File: src/design/kmsd_pkg.sv
// Shared types and constants for the key matrix scanner with global debounce.
// Used by the controller, the datapath and the top level; depends on nothing.
`default_nettype none

package kmsd_pkg;

	// Default matrix geometry.
	localparam int ROWS_DEF = 8;
	localparam int COLS_DEF = 16;

	// Debounce setting and counter width, and the key count field.
	localparam int CNT_W   = 8;
	localparam int KEY_W   = 8;
	localparam logic [KEY_W-1:0] KEY_MAX = '1;
	localparam logic [CNT_W-1:0] PASSES_RESET = CNT_W'(1);

	// Commands from the controller to the datapath.
	typedef struct packed {
		logic load;       // capture the incoming column word
		logic update;     // compare with raw row, reload or step the counter
		logic copy_step;  // copy one raw row to the stable matrix and count it
		logic emit;       // load the result register
	} cmd_t;

	// Status from the datapath to the controller.
	typedef struct packed {
		logic copy_needed;  // the counter reaches zero at this pass end
		logic sweep_last;   // the copy sweep is at its last row
		logic out_free;     // the result register can take a new word
	} sts_t;

endpackage

`default_nettype wire

File: src/design/kmsd_ctrl.sv
// Controller state machine for the key matrix scanner.
// Sequences capture, row update, the stable copy sweep and result emission; uses kmsd_pkg.
`default_nettype none

module kmsd_ctrl (
	input  logic           clk,
	input  logic           arst_n,
	input  logic           s_tvalid,
	output logic           s_tready,
	input  kmsd_pkg::sts_t sts,
	output kmsd_pkg::cmd_t cmd
);
	import kmsd_pkg::*;

	localparam logic [1:0] ST_IDLE   = 2'd0;
	localparam logic [1:0] ST_UPDATE = 2'd1;
	localparam logic [1:0] ST_COPY   = 2'd2;
	localparam logic [1:0] ST_EMIT   = 2'd3;

	logic [1:0] state_q;
	logic [1:0] state_nxt;

	always_comb begin
		state_nxt = state_q;
		cmd       = '0;
		s_tready  = 1'b0;
		case (state_q)
			ST_IDLE: begin
				s_tready = 1'b1;
				cmd.load = s_tvalid;
				if (s_tvalid) begin
					state_nxt = ST_UPDATE;
				end
			end
			ST_UPDATE: begin
				cmd.update = 1'b1;
				state_nxt  = sts.copy_needed ? ST_COPY : ST_EMIT;
			end
			ST_COPY: begin
				cmd.copy_step = 1'b1;
				if (sts.sweep_last) begin
					state_nxt = ST_EMIT;
				end
			end
			ST_EMIT: begin
				// Wait here only while the previous result is still unclaimed.
				if (sts.out_free) begin
					cmd.emit  = 1'b1;
					state_nxt = ST_IDLE;
				end
			end
			default: begin
				state_nxt = ST_IDLE;
			end
		endcase
	end

	always_ff @(posedge clk or negedge arst_n) begin
		if (!arst_n) begin
			state_q <= ST_IDLE;
		end else begin
			state_q <= state_nxt;
		end
	end

endmodule

`default_nettype wire

File: src/design/kmsd_datapath.sv
// Datapath of the key matrix scanner: raw and stable row stores, debounce counter,
// row pointer, key total accumulator and the result register; uses kmsd_pkg.
`default_nettype none

module kmsd_datapath #(
	parameter int ROWS = kmsd_pkg::ROWS_DEF,
	parameter int COLS = kmsd_pkg::COLS_DEF,
	parameter int RW   = (ROWS > 1) ? $clog2(ROWS) : 1,
	parameter int OUT_W = 8
) (
	input  logic                     clk,
	input  logic                     arst_n,
	input  logic [COLS-1:0]          column_bits,
	input  logic                     cfg_valid,
	input  logic [kmsd_pkg::CNT_W-1:0] cfg_data,
	input  kmsd_pkg::cmd_t           cmd,
	output kmsd_pkg::sts_t           sts,
	output logic                     m_tvalid,
	input  logic                     m_tready,
	output logic [OUT_W-1:0]         m_tdata,
	output logic                     m_tlast
);
	import kmsd_pkg::*;

	localparam int PC_W     = $clog2(COLS + 1);
	localparam int ACC_RAW  = $clog2(ROWS * COLS + 1);
	localparam int ACC_W    = (ACC_RAW > KEY_W) ? ACC_RAW : KEY_W;
	localparam int OUT_BITS = 2 * RW + COLS + 1 + KEY_W;
	localparam logic [RW-1:0] LAST_ROW = RW'(ROWS - 1);

	logic [COLS-1:0]  raw_q [ROWS];
	logic [COLS-1:0]  stable_q [ROWS];
	logic [CNT_W-1:0] passes_q;
	logic [CNT_W-1:0] left_q;
	logic [RW-1:0]    ptr_q;
	logic [KEY_W-1:0] total_q;
	logic             m_tvalid_q;

	logic [COLS-1:0]  sample_q;
	logic [RW-1:0]    cur_row_q;
	logic             last_q;
	logic [RW-1:0]    sweep_q;
	logic [ACC_W-1:0] acc_q;
	logic [OUT_W-1:0] m_tdata_q;
	logic             m_tlast_q;

	logic             changed;
	logic             is_last;
	logic [CNT_W-1:0] left_mid;
	logic [CNT_W-1:0] left_nxt;
	logic [RW-1:0]    ptr_nxt;
	logic [PC_W-1:0]  row_pop;
	logic [ACC_W-1:0] acc_sum;
	logic [OUT_BITS-1:0] out_bits;

	// Row update: a change reloads the counter before the pass end steps it.
	always_comb begin
		changed  = (raw_q[ptr_q] != sample_q);
		is_last  = (ptr_q == LAST_ROW);
		left_mid = changed ? passes_q : left_q;
		left_nxt = left_mid;
		if (is_last && (left_mid != '0)) begin
			left_nxt = left_mid - CNT_W'(1);
		end
		ptr_nxt  = is_last ? '0 : ptr_q + RW'(1);
	end

	always_comb begin
		row_pop = '0;
		for (int c = 0; c < COLS; c++) begin
			row_pop = row_pop + PC_W'(raw_q[sweep_q][c]);
		end
		acc_sum = acc_q + ACC_W'(row_pop);
	end

	assign sts.copy_needed = is_last && (left_mid == CNT_W'(1));
	assign sts.sweep_last  = (sweep_q == LAST_ROW);
	assign sts.out_free    = !m_tvalid_q || m_tready;

	assign out_bits = {ptr_q, total_q, (left_q == '0), stable_q[cur_row_q], cur_row_q};

	// Control state and the row stores.
	always_ff @(posedge clk or negedge arst_n) begin
		if (!arst_n) begin
			for (int i = 0; i < ROWS; i++) begin
				raw_q[i]    <= '0;
				stable_q[i] <= '0;
			end
			passes_q   <= PASSES_RESET;
			left_q     <= PASSES_RESET;
			ptr_q      <= '0;
			total_q    <= '0;
			m_tvalid_q <= 1'b0;
		end else begin
			if (cfg_valid) begin
				passes_q <= (cfg_data == '0) ? PASSES_RESET : cfg_data;
			end
			if (cmd.update) begin
				raw_q[ptr_q] <= sample_q;
				left_q       <= left_nxt;
				ptr_q        <= ptr_nxt;
			end
			if (cmd.copy_step) begin
				stable_q[sweep_q] <= raw_q[sweep_q];
				if (sts.sweep_last) begin
					total_q <= (acc_sum > ACC_W'(KEY_MAX)) ? KEY_MAX : KEY_W'(acc_sum);
				end
			end
			if (cmd.emit) begin
				m_tvalid_q <= 1'b1;
			end else if (m_tready) begin
				m_tvalid_q <= 1'b0;
			end
		end
	end

	// Payload registers.
	always_ff @(posedge clk) begin
		if (cmd.load) begin
			sample_q <= column_bits;
		end
		if (cmd.update) begin
			cur_row_q <= ptr_q;
			last_q    <= is_last;
			sweep_q   <= '0;
			acc_q     <= '0;
		end
		if (cmd.copy_step) begin
			sweep_q <= sweep_q + RW'(1);
			acc_q   <= acc_sum;
		end
		if (cmd.emit) begin
			m_tdata_q <= OUT_W'(out_bits);
			m_tlast_q <= last_q;
		end
	end

	assign m_tvalid = m_tvalid_q;
	assign m_tdata  = m_tdata_q;
	assign m_tlast  = m_tlast_q;

endmodule

`default_nettype wire

File: src/design/key_matrix_scan_debounce.sv
// Key matrix scanner with one shared debounce counter.
//
// Input stream (s_*): one word per sample, the column levels read while the row
// given by the previous result's next_row was driven. Output stream (m_*): one
// word per input word with the row index, its stable bits, the settled flag,
// the stable key count and the next row to drive; m_tlast marks the word that
// ended a full scan pass. The configuration channel (cfg_*) sets the number of
// change-free passes needed, a write of zero counts as one; write it only idle.
// A word is captured, then its row is updated, then the result register is
// loaded, and the next word is accepted in the cycle after that load.
// When a pass end brings the debounce counter to zero, the stable copy and key
// recount sweep one row per cycle between the row update and the result load.
// A finished result waits in the output register, so the
// next word is taken and processed while the receiver stalls; only its emission
// waits. Reset clears both row stores, the key count and the row pointer and
// loads the debounce setting and counter with one; cfg_ready is always high.
// Build with kmsd_pkg, kmsd_ctrl and kmsd_datapath.
`default_nettype none

module key_matrix_scan_debounce #(
	parameter int ROWS = kmsd_pkg::ROWS_DEF,
	parameter int COLS = kmsd_pkg::COLS_DEF,
	parameter int RW   = (ROWS > 1) ? $clog2(ROWS) : 1,
	parameter int IN_W = ((COLS + 7) / 8) * 8,
	parameter int OUT_W = ((2 * RW + COLS + 1 + kmsd_pkg::KEY_W + 7) / 8) * 8
) (
	input  logic                       clk,
	input  logic                       arst_n,
	input  logic                       s_tvalid,
	output logic                       s_tready,
	// column_bits from bit 0; bits from COLS up are ignored
	input  logic [IN_W-1:0]            s_tdata,
	output logic                       m_tvalid,
	input  logic                       m_tready,
	// row_index, stable_row, settled, key_count, next_row from bit 0; zero fill above
	output logic [OUT_W-1:0]           m_tdata,
	// pass_end
	output logic                       m_tlast,
	input  logic                       cfg_valid,
	output logic                       cfg_ready,
	// debounce_passes
	input  logic [kmsd_pkg::CNT_W-1:0] cfg_data
);
	import kmsd_pkg::*;

	cmd_t cmd;
	sts_t sts;

	assign cfg_ready = 1'b1;

	kmsd_ctrl u_ctrl (
		.clk      (clk),
		.arst_n   (arst_n),
		.s_tvalid (s_tvalid),
		.s_tready (s_tready),
		.sts      (sts),
		.cmd      (cmd)
	);

	kmsd_datapath #(
		.ROWS  (ROWS),
		.COLS  (COLS),
		.RW    (RW),
		.OUT_W (OUT_W)
	) u_datapath (
		.clk         (clk),
		.arst_n      (arst_n),
		.column_bits (s_tdata[COLS-1:0]),
		.cfg_valid   (cfg_valid),
		.cfg_data    (cfg_data),
		.cmd         (cmd),
		.sts         (sts),
		.m_tvalid    (m_tvalid),
		.m_tready    (m_tready),
		.m_tdata     (m_tdata),
		.m_tlast     (m_tlast)
	);

`ifndef SYNTHESIS
	// Only one word is in work at a time.
	a_one_at_a_time: assert property (@(posedge clk) disable iff (!arst_n)
		s_tvalid && s_tready |=> !s_tready)
		else $error("input accepted while a word is still in work");

	// The next row follows the reported row, wrapping after a pass end.
	a_next_row: assert property (@(posedge clk) disable iff (!arst_n)
		m_tvalid |-> (m_tlast ? (m_tdata[2*RW+COLS+KEY_W:RW+COLS+1+KEY_W] == '0)
			: (m_tdata[2*RW+COLS+KEY_W:RW+COLS+1+KEY_W] == m_tdata[RW-1:0] + RW'(1))))
		else $error("next row does not follow the reported row");

	// Neither a copy step nor a row update is issued while a result is being emitted.
	a_cmd_excl: assert property (@(posedge clk) disable iff (!arst_n)
		!(cmd.copy_step && cmd.emit) && !(cmd.update && cmd.emit))
		else $error("conflicting datapath commands");
`endif

endmodule

`default_nettype wire

File: config.mk
export PLATFORM = sky130hd
export DESIGN_NAME = key_matrix_scan_debounce
export DESIGN_NICKNAME = d
export VERILOG_FILES = /design/src/design/kmsd_pkg.sv /design/src/design/kmsd_ctrl.sv /design/src/design/kmsd_datapath.sv /design/src/design/key_matrix_scan_debounce.sv
export SDC_FILE = /design/constraint.sdc
export NUM_CORES = 1
export LEC_CHECK = 0
export BUFFER_PORTS_ARGS = -buffer_cell sky130_fd_sc_hd__buf_2
export CORE_ASPECT_RATIO = 0.5
export CORE_UTILIZATION = 40
export DETAILED_ROUTE_END_ITERATION = 7
export PLACE_DENSITY = 0.59
export SLEW_MARGIN = 20
export SYNTH_ARGS = -nofsm -noshare
export SYNTH_HDL_FRONTEND = slang
export SYNTH_SLANG_ARGS = --single-unit
File: constraint.sdc
create_clock -name clk -period 19.79 [get_ports clk]
set_clock_uncertainty 0.2 [all_clocks]
set_input_delay 2.9685 -clock clk [delete_from_list [all_inputs] [get_ports clk]]
set_output_delay 2.9685 -clock clk [all_outputs]
set_load 0.02 [all_outputs]
==> impl_metrics.prom <==
# TYPE chip_impl_metric gauge
chip_impl_metric{name="multi_input_area",unit="um^2"} 7190
chip_impl_metric{name="number_of_drc_violations_after_detailed_routing",unit=""} 0
chip_impl_metric{name="placeable_core_region",unit="um^2"} 40900
chip_impl_metric{name="final_max_slew_viol_count",unit=""} 0
chip_impl_metric{name="wl",unit="um"} 40300
chip_impl_metric{name="path_buf_inv",unit=""} 5
chip_impl_metric{name="report.final.setup_viol",unit=""} 0
chip_impl_info{name="synth_top_area_cell",value="dfrtp_1"} 1
chip_impl_metric{name="place_worst_setup_slack",unit="ps"} 12360
chip_impl_metric{name="antenna_violations_before_repair",unit=""} 0
chip_impl_info{name="tritoncts_clock_tree",value="built"} 1
chip_impl_metric{name="io_buffer_count",unit=""} 62
chip_impl_metric{name="ant_nets",unit=""} 0
chip_impl_metric{name="die-width",unit="um"} 291
chip_impl_info{name="crit_path_cell_trace",value="buf_4 > mux4_2 > mux2i_1 > inv_1 > ha_1 > inv_1 > fa_1 > fa_1 > inv_1 > fa_1 > fa_1 > fa_1 > inv_1 > fa_1 > xnor2_1 > ha_1 > a21oi_1 > nand2_1 > and2_1 > o21ai_0 > nand2b_1 > nand3_1 > xor2_1 > nor2_1"} 1
chip_impl_metric{name="synth.ff_latch_count",unit=""} 349
chip_impl_metric{name="worst_ep_arrival_time",unit="ps"} 7420
chip_impl_metric{name="synth_cells",unit=""} 1273
chip_impl_metric{name="cts_made_buffers",unit=""} 35
chip_impl_metric{name="die-area",unit="um^2"} 42700
chip_impl_metric{name="syn-mean-instance-area",unit="um^2"} 13.2
chip_impl_metric{name="r2r_slack",unit="ps"} 12450
chip_impl_metric{name="layout_worst_path_cycle_share",unit="%"} 37.1
chip_impl_metric{name="synth_edf_count",unit=""} 63
chip_impl_info{name="run_status",value="finished, final reports clean"} 1
chip_impl_metric{name="layout-drive-gt1-share",unit="%"} 30.5
chip_impl_info{name="worstSetupEndpointType",value="flop"} 1
chip_impl_metric{name="seq_area_frac_synth",unit="%"} 54.0
chip_impl_metric{name="finalWorstSetupSlack",unit="ps"} 12450
chip_impl_info{name="clockRootBuffer",value="clkbuf_16"} 1
chip_impl_info{name="worst-setup-path-type",value="flop to flop"} 1
chip_impl_metric{name="cts.sinks",unit=""} 349
chip_impl_metric{name="ys.warnings.count",unit=""} 0
chip_impl_metric{name="yosys.cell_types.count",unit=""} 63
chip_impl_metric{name="seqCellArea",unit="um^2"} 9050
chip_impl_metric{name="core.rowCount",unit=""} 52
chip_impl_metric{name="cts_hold_repair.buffers",unit=""} 0
chip_impl_metric{name="max-slew-margin-rel",unit="%"} 23.7
chip_impl_metric{name="routed_wire_length_per_instance",unit="um"} 21.4
chip_impl_metric{name="placed_cells_incl_taps",unit=""} 1814
chip_impl_metric{name="grt-ovfl-total",unit=""} 0
chip_impl_metric{name="grt.total_usage",unit="%"} 19.4
chip_impl_info{name="slowest_cell_on_crit_path",value="mux2i_1"} 1
chip_impl_metric{name="initial_core_util",unit="%"} 41.0
chip_impl_metric{name="clock.fmax",unit="GHz"} 0.136
chip_impl_metric{name="place_hpwl",unit="um"} 25200
chip_impl_info{name="timing.critical_path.from_type",value="flop"} 1
chip_impl_metric{name="drt_iter0_markers",unit=""} 702
chip_impl_info{name="netlist_top_cells_area",value="dfrtp_1 (42%), edfxtp_1 (11%), mux2_2 (11%)"} 1
chip_impl_metric{name="synth.top_cell.area_share",unit="%"} 42.4
chip_impl_metric{name="final_net_count",unit=""} 1373
chip_impl_info{name="timing.hold.worst.class",value="flop to flop"} 1
chip_impl_metric{name="worst_ep_required_time",unit="ps"} 19860
chip_impl_metric{name="nFillCells",unit=""} 3617
chip_impl_metric{name="antennaDiodeCount",unit=""} 0
chip_impl_metric{name="mappedNetlistArea",unit="um^2"} 16700
chip_impl_metric{name="clk_path_buf_depth",unit=""} 3
chip_impl_metric{name="via_count_of_the_first_global_routing_pass",unit=""} 11000
chip_impl_metric{name="io-pin-count",unit=""} 65
chip_impl_metric{name="area_growth",unit="%"} 11.8
chip_impl_metric{name="clock_latency_late_sink",unit="ps"} 540
chip_impl_metric{name="vias",unit=""} 10500
chip_impl_metric{name="drt_first_pass_iters",unit=""} 5
chip_impl_metric{name="clock_transition_at_path_regs",unit="ps"} 70
chip_impl_metric{name="syn-num-nets",unit=""} 1335
chip_impl_metric{name="cts_setup_buffers",unit=""} 0
chip_impl_metric{name="vias_per_cell",unit=""} 5.57
chip_impl_info{name="timing.critical_path.mode_cell",value="fa_1"} 1
chip_impl_metric{name="deepest_level_of_the_cts_h_tree",unit=""} 2
chip_impl_metric{name="post_layout_nonfiller_instances",unit=""} 1878
chip_impl_metric{name="tns",unit="ps"} 0
chip_impl_metric{name="maximum_number_of_pins_on_one_net_before_global_route_repair",unit=""} 167
chip_impl_metric{name="post_cts_resized",unit=""} 0
chip_impl_metric{name="worst_slew_pin_slew",unit="ps"} 1110
chip_impl_metric{name="synthArstFlopShare",unit="%"} 81.9
chip_impl_info{name="rsz0062_at_grt",value="false"} 1
chip_impl_metric{name="max_stage_delay",unit="ps"} 630
chip_impl_metric{name="global_route_wire_length_before_repair",unit="um"} 64400
chip_impl_info{name="crit_family",value="adder cells"} 1
chip_impl_metric{name="crit_fanout",unit=""} 37
chip_impl_metric{name="number_of_max_capacitance_violations_reported",unit=""} 0
chip_impl_metric{name="fp.dieH",unit="um"} 147
chip_impl_metric{name="finalCriticalPeriod",unit="ps"} 7340
chip_impl_info{name="ys.flop_type",value="dfrtp_1"} 1
chip_impl_metric{name="globalplace.congestion",unit=""} 0.792
chip_impl_metric{name="timing_hold_violations_final",unit=""} 0
-- cell families (layout without fill, tap and decap cells) --
kind of cell / Yosys count / count (layout) / share of synthesized area (%)
adder cells (fa/ha/maj): 33 / 33 / 2.96
buffers and inverters: 131 / 196 / 3.33
multiplexers: 297 / 297 / 25.0
XOR/XNOR: 26 / 26 / 1.36
other: 2 / 2 / 0.0448
flip-flops: 349 / 349 / 54.0
AND/OR/NAND/NOR: 241 / 241 / 6.69
AO/OA/AOI/OAI: 194 / 194 / 6.62
-- synthesized netlist by cell type (all sizes together), types with 4 or more instances --
master,n
fa,11
a21oi,75
nand2b,5
buf,36
xnor2,13
xor2,13
inv,37
and2,14
clkbuf,56
dfrtp,284
nor2,79
nor4,5
nand2,85
nand3b,4
nor3,10
nand4,5
edfxtp,63
nor2b,7
a221oi,7
nand3,14
a22oi,7
mux4,80
mux2,162
a21o,4
o21ai,77
mux2i,55
ha,22
-- per-stage QoR --
stage                     util (%)  area (um^2)  hold slack [ps]
after floorplan                  -        16700              200
after global placement        43.1        17600              204
after detailed placement      43.1        17600              216
after CTS                     45.8        18700              231
after global routing          45.8        18700              237
final                         45.8        18700              230
-- path summary, 6_finish.rpt --
check | startpoint | endpoint | cells past startpoint
max in group asynchronous | arst_n | u_datapath.raw_q[34] | 2
max reg2reg | u_datapath.sweep_q[0] | u_datapath.acc_q[7] | 24
max | u_datapath.sweep_q[0] | u_datapath.acc_q[7] | 24
min | u_datapath.last_q | u_datapath.m_tlast | 0
min in group asynchronous | arst_n | u_datapath.raw_q[117] | 1
min reg2reg | u_datapath.last_q | u_datapath.m_tlast | 0
-- layout make-up --
type	count	share of cell area, %
inverters	39	0.782
multi-input cells	793	38.4
clock buffers	45	5.05
flip-flops and latches	349	48.3
clock inverters	19	0.802
repair buffers	93	3.02
well taps	540	3.61
-- per-layer routing --
metal / wire length, um / vias to the layer above / GRT usage (%)
met5: 0 / - / 0
met4: 541 / 0 / 4.00
met1: 18400 / 5457 / 26.9
li1: - / 4696 / -
met2: 19200 / 264 / 31.6
met3: 2130 / 49 / 4.19
-- state kept, by name, indices dropped and copies added, names as in the netlist, 8 cells and up --
register,flops
u_datapath.raw_q,128
u_datapath.passes_q,8
u_datapath.sample_q,16
u_datapath.stable_q,128
u_datapath.total_q,8
u_datapath.m_tdata,31
u_datapath.left_q,8
u_datapath.acc_q,8
-- cells in the final DEF, fill, tap and decap left out, types with 8 or more instances in the layout --
cell       synthesis  final
a21oi_1           75     75
and2_1            14     12
buf_2             10     61
buf_4              3     30
clkbuf_1          55      8
clkbuf_16          0     36
clkinv_1           2      9
dfrtp_1          284    283
edfxtp_1          63     63
fa_1              11     11
ha_1              22     22
inv_1             36     36
mux2_2           162    162
mux2i_1           54     51
mux4_2            80     80
nand2_1           84     84
nand3_1           14     14
nor2_1            79     79
o21ai_0           77     77
xnor2_1           13     13
xor2_1            13     13
-- worst register-to-register path, stage by stage, from the launching register on --
cell and delay (ps):
edfxtp_1 340, buf_4 560, mux4_2 600, mux2i_1 630, inv_1 100, ha_1 300, inv_1 50, fa_1 530
fa_1 550, inv_1 50, fa_1 470, fa_1 540, fa_1 200, inv_1 60, fa_1 390, xnor2_1 250
ha_1 290, a21oi_1 150, nand2_1 80, and2_1 170, o21ai_0 140, nand2b_1 110, nand3_1 110, xor2_1 170
nor2_1 50
Power is not shown: default switching activity piles up to over one toggle a cycle in this logic, so the estimate is an artifact.
